`src/hw/rtl/sams_pkg.sv`:
```
// ----------------------------------------------------------------------------
// Servo axis motion sequencer package
// Sequencer codes, command bit masks, configuration indexes, reset values and
// the per-axis record that is kept in the state memory.
// ----------------------------------------------------------------------------
package sams_pkg;

    localparam int AXIS_COUNT_DEFAULT = 4;

    // Sequencer state codes.
    localparam logic [3:0] ST_WAIT     = 4'd0;
    localparam logic [3:0] ST_POWER    = 4'd1;
    localparam logic [3:0] ST_INITHOME = 4'd2;
    localparam logic [3:0] ST_READY    = 4'd3;
    localparam logic [3:0] ST_HOME     = 4'd4;
    localparam logic [3:0] ST_STOP     = 4'd5;
    localparam logic [3:0] ST_JOGP     = 4'd6;
    localparam logic [3:0] ST_JOGN     = 4'd7;
    localparam logic [3:0] ST_ABS      = 4'd8;
    localparam logic [3:0] ST_REL      = 4'd9;
    localparam logic [3:0] ST_ERROR    = 4'd10;
    localparam logic [3:0] ST_ERRRESET = 4'd11;

    // Pending user command bits.
    localparam logic [4:0] PC_HOME = 5'h01;
    localparam logic [4:0] PC_STOP = 5'h02;
    localparam logic [4:0] PC_ABS  = 5'h04;
    localparam logic [4:0] PC_REL  = 5'h08;
    localparam logic [4:0] PC_ACK  = 5'h10;

    // Command bits toward the drive.
    localparam logic [6:0] DC_POWER = 7'h01;
    localparam logic [6:0] DC_HOME  = 7'h02;
    localparam logic [6:0] DC_STOP  = 7'h04;
    localparam logic [6:0] DC_ABS   = 7'h08;
    localparam logic [6:0] DC_ADD   = 7'h10;
    localparam logic [6:0] DC_VEL   = 7'h20;
    localparam logic [6:0] DC_ACK   = 7'h40;

    // Jog level bits.
    localparam logic [1:0] JOG_POS = 2'b01;
    localparam logic [1:0] JOG_NEG = 2'b10;

    // Configuration register indexes.
    localparam logic [2:0] CFG_POWER_ENABLE   = 3'd0;
    localparam logic [2:0] CFG_JOG_MOVE_SPEED = 3'd1;
    localparam logic [2:0] CFG_ACCELERATION   = 3'd2;
    localparam logic [2:0] CFG_DECELERATION   = 3'd3;
    localparam logic [2:0] CFG_HOMING_REF     = 3'd4;
    localparam logic [2:0] CFG_ACK_TIMEOUT    = 3'd5;

    localparam int CFG_DATA_W = 24;

    // Reset values and fixed numbers.
    localparam logic [15:0] SPEED_DEFAULT    = 16'd3000;
    localparam logic [7:0]  ACK_TIMEOUT_RST  = 8'd200;
    localparam logic [7:0]  ACK_COUNT_MAX    = 8'd255;

    // One axis worth of sequencer state.
    typedef struct packed {
        logic [3:0]         seq;
        logic [4:0]         pend;
        logic [6:0]         dcmd;
        logic signed [16:0] speed;
        logic signed [31:0] pos;
        logic [15:0]        err;
        logic [7:0]         ack;
        logic               homed;
    } axis_rec_t;

    localparam int REC_W = $bits(axis_rec_t);

endpackage

```
`src/hw/rtl/servo_axis_motion_sequencer.sv`:
```
// ----------------------------------------------------------------------------
// Servo axis motion sequencer
// Per-axis motion state machine with its state held in a synchronous memory.
// ----------------------------------------------------------------------------
// Usage:
// Each input word is one control tick for one axis: user command pulses, jog
// levels, a target position and the drive status. Each tick for an axis
// below AXIS_COUNT yields exactly one output word with the axis state, the
// command bits, speed and position toward the drive, and status flags.
// Ticks for an axis at or above AXIS_COUNT are taken and dropped.
// The state memory is read on the accepting edge, and the updated record
// lands in the output register when the compute stage advances, which it
// does unless the receiver stalls a word already held at the output.
// A new word is taken every cycle while in_stall is low; a tick that
// follows a tick of the same axis picks up the just-written record through
// a forwarding register. When the receiver stalls, the output word holds and
// the input side stalls only once the compute stage is also occupied.
// After reset every axis reads as being in the wait state with all fields
// zero; per-entry valid bits supply that, so no clearing pass is needed.
// Configuration writes take effect at once; the user must make them only while
// idle; the block does not check. Accel/decel registers have no effect.
// ----------------------------------------------------------------------------
module servo_axis_motion_sequencer
    import sams_pkg::*;
#(
    parameter int AXIS_COUNT = AXIS_COUNT_DEFAULT
) (
    input  logic                  clk,
    input  logic                  rst_n,

    input  logic                  cfg_we,
    input  logic [2:0]            cfg_index,
    input  logic [CFG_DATA_W-1:0] cfg_data,

    input  logic                  in_valid,
    output logic                  in_stall,
    input  logic [1:0]            axis,
    input  logic [4:0]            command_pulses,
    input  logic [1:0]            jog_levels,
    input  logic signed [31:0]    target_position,
    input  logic                  drive_initialized,
    input  logic                  drive_powered,
    input  logic                  drive_homed,
    input  logic                  drive_moving,
    input  logic [15:0]           drive_error_code,

    output logic                  out_valid,
    input  logic                  out_stall,
    output logic [1:0]            axis_out,
    output logic [3:0]            sequencer_state,
    output logic [6:0]            drive_commands,
    output logic signed [16:0]    drive_speed,
    output logic signed [31:0]    drive_position,
    output logic [15:0]           error_code,
    output logic                  axis_ready,
    output logic                  home_done
);

    localparam int AW = (AXIS_COUNT > 1) ? $clog2(AXIS_COUNT) : 1;

    // Configuration registers.
    logic        power_enable_reg;
    logic [15:0] jog_move_speed_reg;
    logic        homing_ref_reg;
    logic [7:0]  ack_timeout_reg;

    // State memory and per-entry valid bits.
    axis_rec_t           mem [AXIS_COUNT];
    axis_rec_t           mem_q;
    logic [AXIS_COUNT-1:0] entry_valid_reg;

    // Compute stage registers.
    logic               s1_valid_reg;
    logic [1:0]         s1_axis_reg;
    logic [4:0]         s1_pulses_reg;
    logic [1:0]         s1_jog_reg;
    logic signed [31:0] s1_target_reg;
    logic               s1_inited_reg;
    logic               s1_powered_reg;
    logic               s1_homed_reg;
    logic               s1_moving_reg;
    logic [15:0]        s1_status_reg;

    // Forwarding register: the record written on the last edge.
    logic               fw_valid_reg;
    logic [AW-1:0]      fw_addr_reg;
    axis_rec_t          fw_rec_reg;

    logic               out_valid_reg;

    logic               in_accept;
    logic               in_range;
    logic               s1_adv;
    logic               s1_fire;
    logic [AW-1:0]      in_addr;
    logic [AW-1:0]      s1_addr;
    logic [AW-1:0]      rd_addr;
    axis_rec_t          cur_rec;
    axis_rec_t          rec_next;
    logic               ready_next;

    assign in_addr   = AW'(axis);
    assign s1_addr   = AW'(s1_axis_reg);
    assign in_range  = (int'(axis) < AXIS_COUNT);
    assign s1_adv    = !out_valid_reg || !out_stall;
    assign s1_fire   = s1_valid_reg && s1_adv;
    assign in_stall  = s1_valid_reg && !s1_adv;
    assign in_accept = in_valid && !in_stall;
    assign rd_addr   = in_accept ? in_addr : s1_addr;
    assign out_valid = out_valid_reg;

    always_ff @(posedge clk or negedge rst_n)
    begin
        if (!rst_n)
        begin
            power_enable_reg   <= 1'b1;
            jog_move_speed_reg <= SPEED_DEFAULT;
            homing_ref_reg     <= 1'b0;
            ack_timeout_reg    <= ACK_TIMEOUT_RST;
        end
        else if (cfg_we)
        begin
            unique case (cfg_index)
                CFG_POWER_ENABLE:   power_enable_reg   <= cfg_data[0];
                CFG_JOG_MOVE_SPEED: jog_move_speed_reg <= cfg_data[15:0];
                CFG_HOMING_REF:     homing_ref_reg     <= cfg_data[0];
                CFG_ACK_TIMEOUT:    ack_timeout_reg    <= cfg_data[7:0];
                default:            ;
            endcase
        end
    end

    // Synchronous state memory: one read and one write port.
    always_ff @(posedge clk)
    begin
        mem_q <= mem[rd_addr];
        if (s1_fire)
        begin
            mem[s1_addr] <= rec_next;
        end
    end

    always_ff @(posedge clk or negedge rst_n)
    begin
        if (!rst_n)
        begin
            entry_valid_reg <= '0;
            fw_valid_reg    <= 1'b0;
            s1_valid_reg    <= 1'b0;
            out_valid_reg   <= 1'b0;
        end
        else
        begin
            if (s1_fire)
            begin
                entry_valid_reg[s1_addr] <= 1'b1;
            end
            fw_valid_reg <= s1_fire;
            if (in_accept && in_range)
            begin
                s1_valid_reg <= 1'b1;
            end
            else if (s1_adv)
            begin
                s1_valid_reg <= 1'b0;
            end
            if (s1_fire)
            begin
                out_valid_reg <= 1'b1;
            end
            else if (!out_stall)
            begin
                out_valid_reg <= 1'b0;
            end
        end
    end

    always_ff @(posedge clk)
    begin
        if (in_accept)
        begin
            s1_axis_reg    <= axis;
            s1_pulses_reg  <= command_pulses;
            s1_jog_reg     <= jog_levels;
            s1_target_reg  <= target_position;
            s1_inited_reg  <= drive_initialized;
            s1_powered_reg <= drive_powered;
            s1_homed_reg   <= drive_homed;
            s1_moving_reg  <= drive_moving;
            s1_status_reg  <= drive_error_code;
        end
        if (s1_fire)
        begin
            fw_addr_reg     <= s1_addr;
            fw_rec_reg      <= rec_next;
            axis_out        <= s1_axis_reg;
            sequencer_state <= rec_next.seq;
            drive_commands  <= rec_next.dcmd;
            drive_speed     <= rec_next.speed;
            drive_position  <= rec_next.pos;
            error_code      <= rec_next.err;
            axis_ready      <= ready_next;
            home_done       <= rec_next.homed;
        end
    end

    // The memory read misses a write made on the same edge, so the most
    // recent write is taken from the forwarding register instead.
    always_comb
    begin
        if (fw_valid_reg && (fw_addr_reg == s1_addr))
        begin
            cur_rec = fw_rec_reg;
        end
        else if (!entry_valid_reg[s1_addr])
        begin
            cur_rec = '0;
        end
        else
        begin
            cur_rec = mem_q;
        end
    end

    // Next state of the axis.
    always_comb
    begin
        logic signed [16:0] spd;
        logic [4:0]         pc;
        logic [6:0]         dc;
        logic [3:0]         st;
        logic               err_check;
        logic               held;
        logic [7:0]         ack_inc;

        spd       = (jog_move_speed_reg == 16'd0) ? 17'(SPEED_DEFAULT)
                                                  : 17'(jog_move_speed_reg);
        rec_next  = cur_rec;
        pc        = cur_rec.pend | s1_pulses_reg;
        dc        = cur_rec.dcmd;
        st        = cur_rec.seq;
        err_check = 1'b0;
        held      = 1'b0;
        ack_inc   = (cur_rec.ack < ACK_COUNT_MAX) ? cur_rec.ack + 8'd1 : cur_rec.ack;

        unique case (cur_rec.seq)
            ST_POWER:
            begin
                if (s1_powered_reg)
                begin
                    dc = dc | DC_HOME;
                    st = ST_INITHOME;
                end
                err_check = 1'b1;
            end
            ST_INITHOME, ST_HOME:
            begin
                if (s1_homed_reg)
                begin
                    if (homing_ref_reg)
                    begin
                        rec_next.homed = 1'b1;
                    end
                    st = ST_READY;
                end
                err_check = 1'b1;
            end
            ST_READY:
            begin
                priority if ((pc & PC_HOME) != '0)
                begin
                    pc = pc & ~PC_HOME;
                    dc = dc | DC_HOME;
                    st = ST_HOME;
                end
                else if ((pc & PC_STOP) != '0)
                begin
                    pc = pc & ~PC_STOP;
                    dc = dc | DC_STOP;
                    st = ST_STOP;
                end
                else if ((s1_jog_reg & JOG_POS) != '0)
                begin
                    dc = dc | DC_VEL;
                    rec_next.speed = spd;
                    st = ST_JOGP;
                end
                else if ((s1_jog_reg & JOG_NEG) != '0)
                begin
                    dc = dc | DC_VEL;
                    rec_next.speed = -spd;
                    st = ST_JOGN;
                end
                else if ((pc & PC_ABS) != '0)
                begin
                    pc = pc & ~PC_ABS;
                    dc = dc | DC_ABS;
                    rec_next.pos   = s1_target_reg;
                    rec_next.speed = spd;
                    st = ST_ABS;
                end
                else if ((pc & PC_REL) != '0)
                begin
                    pc = pc & ~PC_REL;
                    dc = dc | DC_ADD;
                    rec_next.pos   = s1_target_reg;
                    rec_next.speed = spd;
                    st = ST_REL;
                end
                else
                begin
                    st = ST_READY;
                end
            end
            ST_STOP:
            begin
                if (!s1_moving_reg)
                begin
                    st = ST_READY;
                end
                err_check = 1'b1;
            end
            ST_JOGP, ST_JOGN:
            begin
                held = (cur_rec.seq == ST_JOGP) ? ((s1_jog_reg & JOG_POS) != '0)
                                                : ((s1_jog_reg & JOG_NEG) != '0);
                dc = held ? (dc | DC_VEL) : (dc & ~DC_VEL);
                rec_next.speed = (cur_rec.seq == ST_JOGP) ? spd : -spd;
                if ((pc & PC_STOP) != '0)
                begin
                    pc = pc & ~PC_STOP;
                    dc = (dc & ~DC_VEL) | DC_STOP;
                    st = ST_STOP;
                end
                else if (!held && !s1_moving_reg)
                begin
                    st = ST_READY;
                end
                err_check = 1'b1;
            end
            ST_ABS, ST_REL:
            begin
                rec_next.pos   = s1_target_reg;
                rec_next.speed = spd;
                if ((pc & PC_STOP) != '0)
                begin
                    pc = pc & ~PC_STOP;
                    dc = dc | DC_STOP;
                    st = ST_STOP;
                end
                else if (!s1_moving_reg)
                begin
                    st = ST_READY;
                end
                err_check = 1'b1;
            end
            ST_ERROR:
            begin
                if ((pc & PC_ACK) != '0)
                begin
                    rec_next.err = '0;
                    dc = dc | DC_ACK;
                    rec_next.ack = '0;
                    st = ST_ERRRESET;
                end
            end
            ST_ERRRESET:
            begin
                rec_next.ack = ack_inc;
                if ((s1_status_reg == 16'd0) || (ack_inc > ack_timeout_reg))
                begin
                    st = ST_WAIT;
                end
            end
            default:
            begin
                // Wait, and any code that cannot arise: drop everything but power.
                pc = '0;
                dc = dc & DC_POWER;
                if (s1_inited_reg && power_enable_reg)
                begin
                    dc = dc | DC_POWER;
                    st = ST_POWER;
                end
                else
                begin
                    st = ST_WAIT;
                end
            end
        endcase

        if (err_check && (s1_status_reg != 16'd0))
        begin
            rec_next.err = s1_status_reg;
            st = ST_ERROR;
        end

        rec_next.seq  = st;
        rec_next.pend = pc;
        rec_next.dcmd = dc;
        ready_next    = (rec_next.err == 16'd0) && s1_powered_reg && s1_homed_reg;
    end

endmodule

```
`config.mk`:
```
export PLATFORM = sky130hd
export DESIGN_NAME = servo_axis_motion_sequencer
export DESIGN_NICKNAME = d
export VERILOG_FILES = /design/src/hw/rtl/sams_pkg.sv /design/src/hw/rtl/servo_axis_motion_sequencer.sv
export SDC_FILE = /design/constraint.sdc
export NUM_CORES = 1
export LEC_CHECK = 0
export BUFFER_PORTS_ARGS = -buffer_cell sky130_fd_sc_hd__buf_2
export CORE_MARGIN = 4
export CORE_UTILIZATION = 51
export CTS_CLUSTER_SIZE = 10
export DETAILED_ROUTE_END_ITERATION = 8
export GPL_TIMING_DRIVEN = 0
export PLACE_DENSITY = 0.72
export SKIP_CTS_REPAIR_TIMING = 1
export SYNTH_ARGS = -nofsm -noshare
export SYNTH_HDL_FRONTEND = slang
export SYNTH_SLANG_ARGS = --single-unit
```
`constraint.sdc`:
```
create_clock -name clk -period 25.6 [get_ports clk]
set_clock_uncertainty 0.2 [all_clocks]
set_input_delay 2.56 -clock clk [delete_from_list [all_inputs] [get_ports clk]]
set_output_delay 2.56 -clock clk [all_outputs]
set_load 0.005 [all_outputs]
```
# After elaboration in Yosys (flattened, before gate mapping)
# Memories as Yosys holds them, arrays and structs flattened. A register that Yosys moved wholly into a read port is not among the register bits.
# Cells that the tools add are included.
# word_totals
register_bits	187
ram_bits	360
inputBits	93
output_inout_bits	82
wordCells	158
memories	1
# classes
addsub	2
n_lt_le_gt_ge	4
eq_ne	16
muxes	71
n_bitwise	2
n_reduce_logical	35
# mem_list
memory	depth	width	rd	rd_clocked_by_memory_dff	wr	line	text
mem	4	90	1	1	1	servo_axis_motion_sequencer.sv:68	axis_rec_t mem [AXIS_COUNT];
# ops
cell	n
$mux W49	4
$mux W90	2
$mux W4	20
$mux W32	2
$pmux W32 S2	1
$mux W17	3
$pmux W17 S3	1
$logic_not A16 Y1	3
$mux W16	3
$pmux W7 S6	1
$mux W6	6
$pmux W4 S8	1
$mux W24	1
$neg A16 Y17	1
$eq A4 B3 Y1 const B	4
$eq A4 B4 Y1 const B	4
$pmux W8 S2	1
$reduce_bool A16 Y1	1
$mux W1	15
$pmux W5 S3	1
$logic_and A1 B1 Y1	10
$mux W5	2
$add A8 B1 Y8 const B	1
$eq A4 B2 Y1 const B	2
other kinds (26)	40

# Longest topological paths before layout
# logic_depth
word_depth	13
depth_mapped	21
depth_no_buf	17

# Worst setup path after synthesis
# No wires, ideal clock.
# synth_path
path_type	input-to-reg
start	input out_stall
end	register entry_valid_reg[1]
setup_ns	0.106
t_arrival_ns	9.982
t_required_ns	25.294
slack_ns	15.312
path_stages	4
n_path_buf	0
cell_sequence	nand2_1 > nand2_1 > nor3b_1 > or2_2
# synth_between
elab_chain_len	3
# synth_rtl
item	line	text
from (decl)	servo_axis_motion_sequencer.sv:48	input logic out_stall,
$logic_not A1 Y1	n/a	
$logic_or A1 B1 Y1	servo_axis_motion_sequencer.sv:105	assign s1_adv = !out_valid_reg || !out_stall;
$logic_and A1 B1 Y1	servo_axis_motion_sequencer.sv:106	assign s1_fire = s1_valid_reg && s1_adv;
to (signal assigned)	servo_axis_motion_sequencer.sv:147	entry_valid_reg <= '0;
to (signal, indexed assignment)	servo_axis_motion_sequencer.sv:156	entry_valid_reg[s1_addr] <= 1'b1;
to (decl)	servo_axis_motion_sequencer.sv:70	logic [AXIS_COUNT-1:0] entry_valid_reg;
# Every way passes these cells.
# A chain may end at the register's enable or synchronous reset.

==> out/qor.yml <==
floorplanning:
  die_height_um: 235.3
  io-pin-count: 175
  row_count: 83
  fp.coreArea_um2: 51200
  initial_core_util_pct: 51.44
  die_width_um: 235.3
  die_area_um2: 55340
sta:
  timing.slew.headroom_pct: 25.02
  setup-tns-final_ns: 0
  timing_max_transition_violations_final: 0
  fmax_mhz: 164.0
  whs_ns: 0.2358
  setup_violations: 0
  finalCritPeriodShare_pct: 23.83
  worst_pin_slew_ns: 1.096
  grt_setup_unrepaired: "false"
  final_report_hold_violation_count: 0
  finalWorstPathRequiredPeriod_ns: 6.099
yosys:
  most_used_flip_flop_cell_after_synthesis: "sky130_fd_sc_hd__edfxtp_1"
  synth_seq_cells: 637
  ys_async_sr_fraction_pct: 5.181
  synth_seq_area_share_pct: 68.56
  most_used_standard_cell_by_instance_count_after_synthesis: "sky130_fd_sc_hd__edfxtp_1"
  netlist.area_leader.share_pct: 58.38
  yosys-top-cells-count: "sky130_fd_sc_hd__edfxtp_1, sky130_fd_sc_hd__nand2_1, sky130_fd_sc_hd__a31oi_1, sky130_fd_sc_hd__and3_1, sky130_fd_sc_hd__dfxtp_1"
  synth.yosys.warnings: 0
  synth.distinct_cells: 91
  netlist_top_cells_area: "sky130_fd_sc_hd__edfxtp_1, sky130_fd_sc_hd__dfxtp_1, sky130_fd_sc_hd__nand2_1"
  post_synthesis_area_per_instance_um2: 13.06
  cell_taking_the_most_area_after_synthesis: "sky130_fd_sc_hd__edfxtp_1"
  synth_area_um2: 26340
  synthesis.instances: 2017
  mappedNetlistNets: 2121
  synth_edf_count: 512
route:
  drt-total-wl_mm: 73.26
  route.vias.total: 18060
  post_drt_wl_per_cell_um: 24.15
  drc: 0
  postRouteAntennaNets: 0
  drt_iter0_drc: 1585
  detailedRoute.firstPassIterationCount: 5
  route.detailed.vias_per_inst: 5.952
final_layout:
  drive_above_1_share_pct: 20.31
  stdcell_area_um2: 30820
  nNetsFinal: 2402
  fillers: 3981
  layoutNonFillerInstCount: 3034
  final_core_util_pct: 60.19
  flow.area_growth_from_synthesis_pct: 17.00
  antenna_cells_inserted: 0
  largest_register_ffs: 360
grt:
  number_of_global_route_vias_before_repair: 18290
  grt.overflow.total: 0
  grt_antenna_before_repair: 1
  maximum_number_of_pins_on_one_net_before_global_route_repair: 54
  first_pass_grt_wire_length_mm: 110.4
  total_routing_usage_reported_by_global_routing_pct: 25.78
cts:
  numClockSinks: 637
  cts.reportedPaths.clkPinSlew_ns: 0.05
  ctsRootBufferMaster: "sky130_fd_sc_hd__clkbuf_16"
  clock_insertion_delay_worst_skew_ns: 0.61
  clock_tree.buffer_depth: 3
  cts_htree_levels: 3
  cts_inserted_buffers: 75
  tritoncts: "built"
worst_hold_path:
  worstHoldPathType: "flip-flop to flip-flop"
  holdPathStages: 0
power_and_ir_drop:
  vdd.ir_drop.worst_mv: 0.07180
  cellPowerDensity_nw_per_um2: 109.2
  static-leakage-power_nw: 11.65
setup_path:
  worst_ep_required_time_ns: 25.69
  critical_path_endpoint_category: "flip-flop"
  worst_r2r_path_depth: 15
  path_class: "flip-flop to flip-flop"
  crit_fanout: 10
  start_kind: "flip-flop"
  cp.arrival_ns: 6.19
placement:
  placement.io_buffers: 166
  inst_count_dp: 2901
  globalplace.congestion: 0.9246
  placement.cell_area_um2: 28560
  dp_hpwl_mm: 49.94
flow_run:
  drv.max_cap_violation_count: 0
run_status:
  status: "finished clean"
==> area by class of cell <==
cell class	count	area [um2]	area share (%)
well taps	680	850.8	2.761
inverters	25	98.84	0.3208
clock inverters	9	130.1	0.4223
clock buffers	124	2123	6.890
plain buffers	184	1047	3.398
flip-flops and latches	637	18060	58.59
repair buffers	204	1341	4.353
multi-input cells	1171	7168	23.26
==> cell usage in the layout, fill, tap and decap left out, types with 19 or more instances in the layout <==
cell type / count
sky130_fd_sc_hd__clkbuf_1: 130
sky130_fd_sc_hd__inv_1: 20
sky130_fd_sc_hd__mux2_4: 20
sky130_fd_sc_hd__a21oi_1: 39
sky130_fd_sc_hd__and3_1: 95
sky130_fd_sc_hd__nand2_1: 431
sky130_fd_sc_hd__nand3_1: 23
sky130_fd_sc_hd__nor2_1: 34
sky130_fd_sc_hd__mux2_2: 28
sky130_fd_sc_hd__o31ai_1: 19
sky130_fd_sc_hd__nor3_1: 23
sky130_fd_sc_hd__edfxtp_1: 512
sky130_fd_sc_hd__dfrtp_1: 22
sky130_fd_sc_hd__clkbuf_16: 77
sky130_fd_sc_hd__buf_2: 172
sky130_fd_sc_hd__buf_6: 31
sky130_fd_sc_hd__buf_4: 79
sky130_fd_sc_hd__o21ai_0: 34
sky130_fd_sc_hd__a31oi_1: 97
sky130_fd_sc_hd__a22o_1: 38
sky130_fd_sc_hd__dfxtp_1: 92
sky130_fd_sc_hd__a22oi_1: 41
==> cell families after synthesis <==
group / after synthesis / share of synthesized area, %
AOI/OAI and AO/OA: 377 / 10.47
and+or+nand+nor: 704 / 12.50
xor gates and xnor gates: 10 / 0.3895
adders and majority gates: 11 / 0.5226
muxes: 69 / 3.230
buffers and inverters: 209 / 4.333
DFF: 637 / 68.56
==> per-layer routing <==
metal	vias up	GRT usage, %	routed length, um	share of wire (%)
li1	8089	-	-	-
met1	8957	34.68	29870	41
met2	843	41.32	34320	47
met3	167	6.268	6219	8.5
met4	2	9.343	2834	3.9
met5	-	0	13	0.018
==> power breakdown <==
part | internal, mW | switching, mW
clock network | 0.569 | 0.405
registers | 1.45 | 0.0924
logic | 0.311 | 0.543
total | 2.33 | 1.04
==> final timing paths <==
| path | end | from | slack, ns |
|---|---|---|---|
| max in group asynchronous | jog_move_speed_reg[10] | rst_n | 22.93 |
| max reg2reg | mem[0][87] | fw_addr_reg[1] | 19.50 |
| min in group asynchronous | s1_valid_reg | rst_n | 1.81 |
| max | mem[0][87] | fw_addr_reg[1] | 19.50 |
| min reg2reg | fw_addr_reg[1] | s1_addr[1] | 0.24 |
| min | fw_addr_reg[1] | s1_addr[1] | 0.24 |
==> through the flow <==
stage | total power, mW | worst slack, ns
2_1_floorplan | 2.061 | 15.31
3_3_place_gp | 2.365 | 8.662
3_5_place_dp | 2.392 | 19.57
4_1_cts | 3.369 | 19.57
5_1_grt | 3.506 | 19.30
6_report | 3.366 | 19.50
==> critical path, stage by stage (launching register included) <==
cell and delay, ns:
sky130_fd_sc_hd__edfxtp_1 0.48, sky130_fd_sc_hd__xor2_1 0.33, sky130_fd_sc_hd__buf_2 0.35, sky130_fd_sc_hd__o31a_1 0.24, sky130_fd_sc_hd__buf_2 0.33, sky130_fd_sc_hd__clkbuf_1 0.70, sky130_fd_sc_hd__clkbuf_1 0.75, sky130_fd_sc_hd__a22oi_1 0.26
sky130_fd_sc_hd__xor2_1 0.26, sky130_fd_sc_hd__ha_1 0.30, sky130_fd_sc_hd__nand4_1 0.13, sky130_fd_sc_hd__a21oi_1 0.14, sky130_fd_sc_hd__o22ai_1 0.10, sky130_fd_sc_hd__nand3_1 0.10, sky130_fd_sc_hd__or3b_1 0.38, sky130_fd_sc_hd__or4_1 0.70
Power figures use the tool's default switching activity.
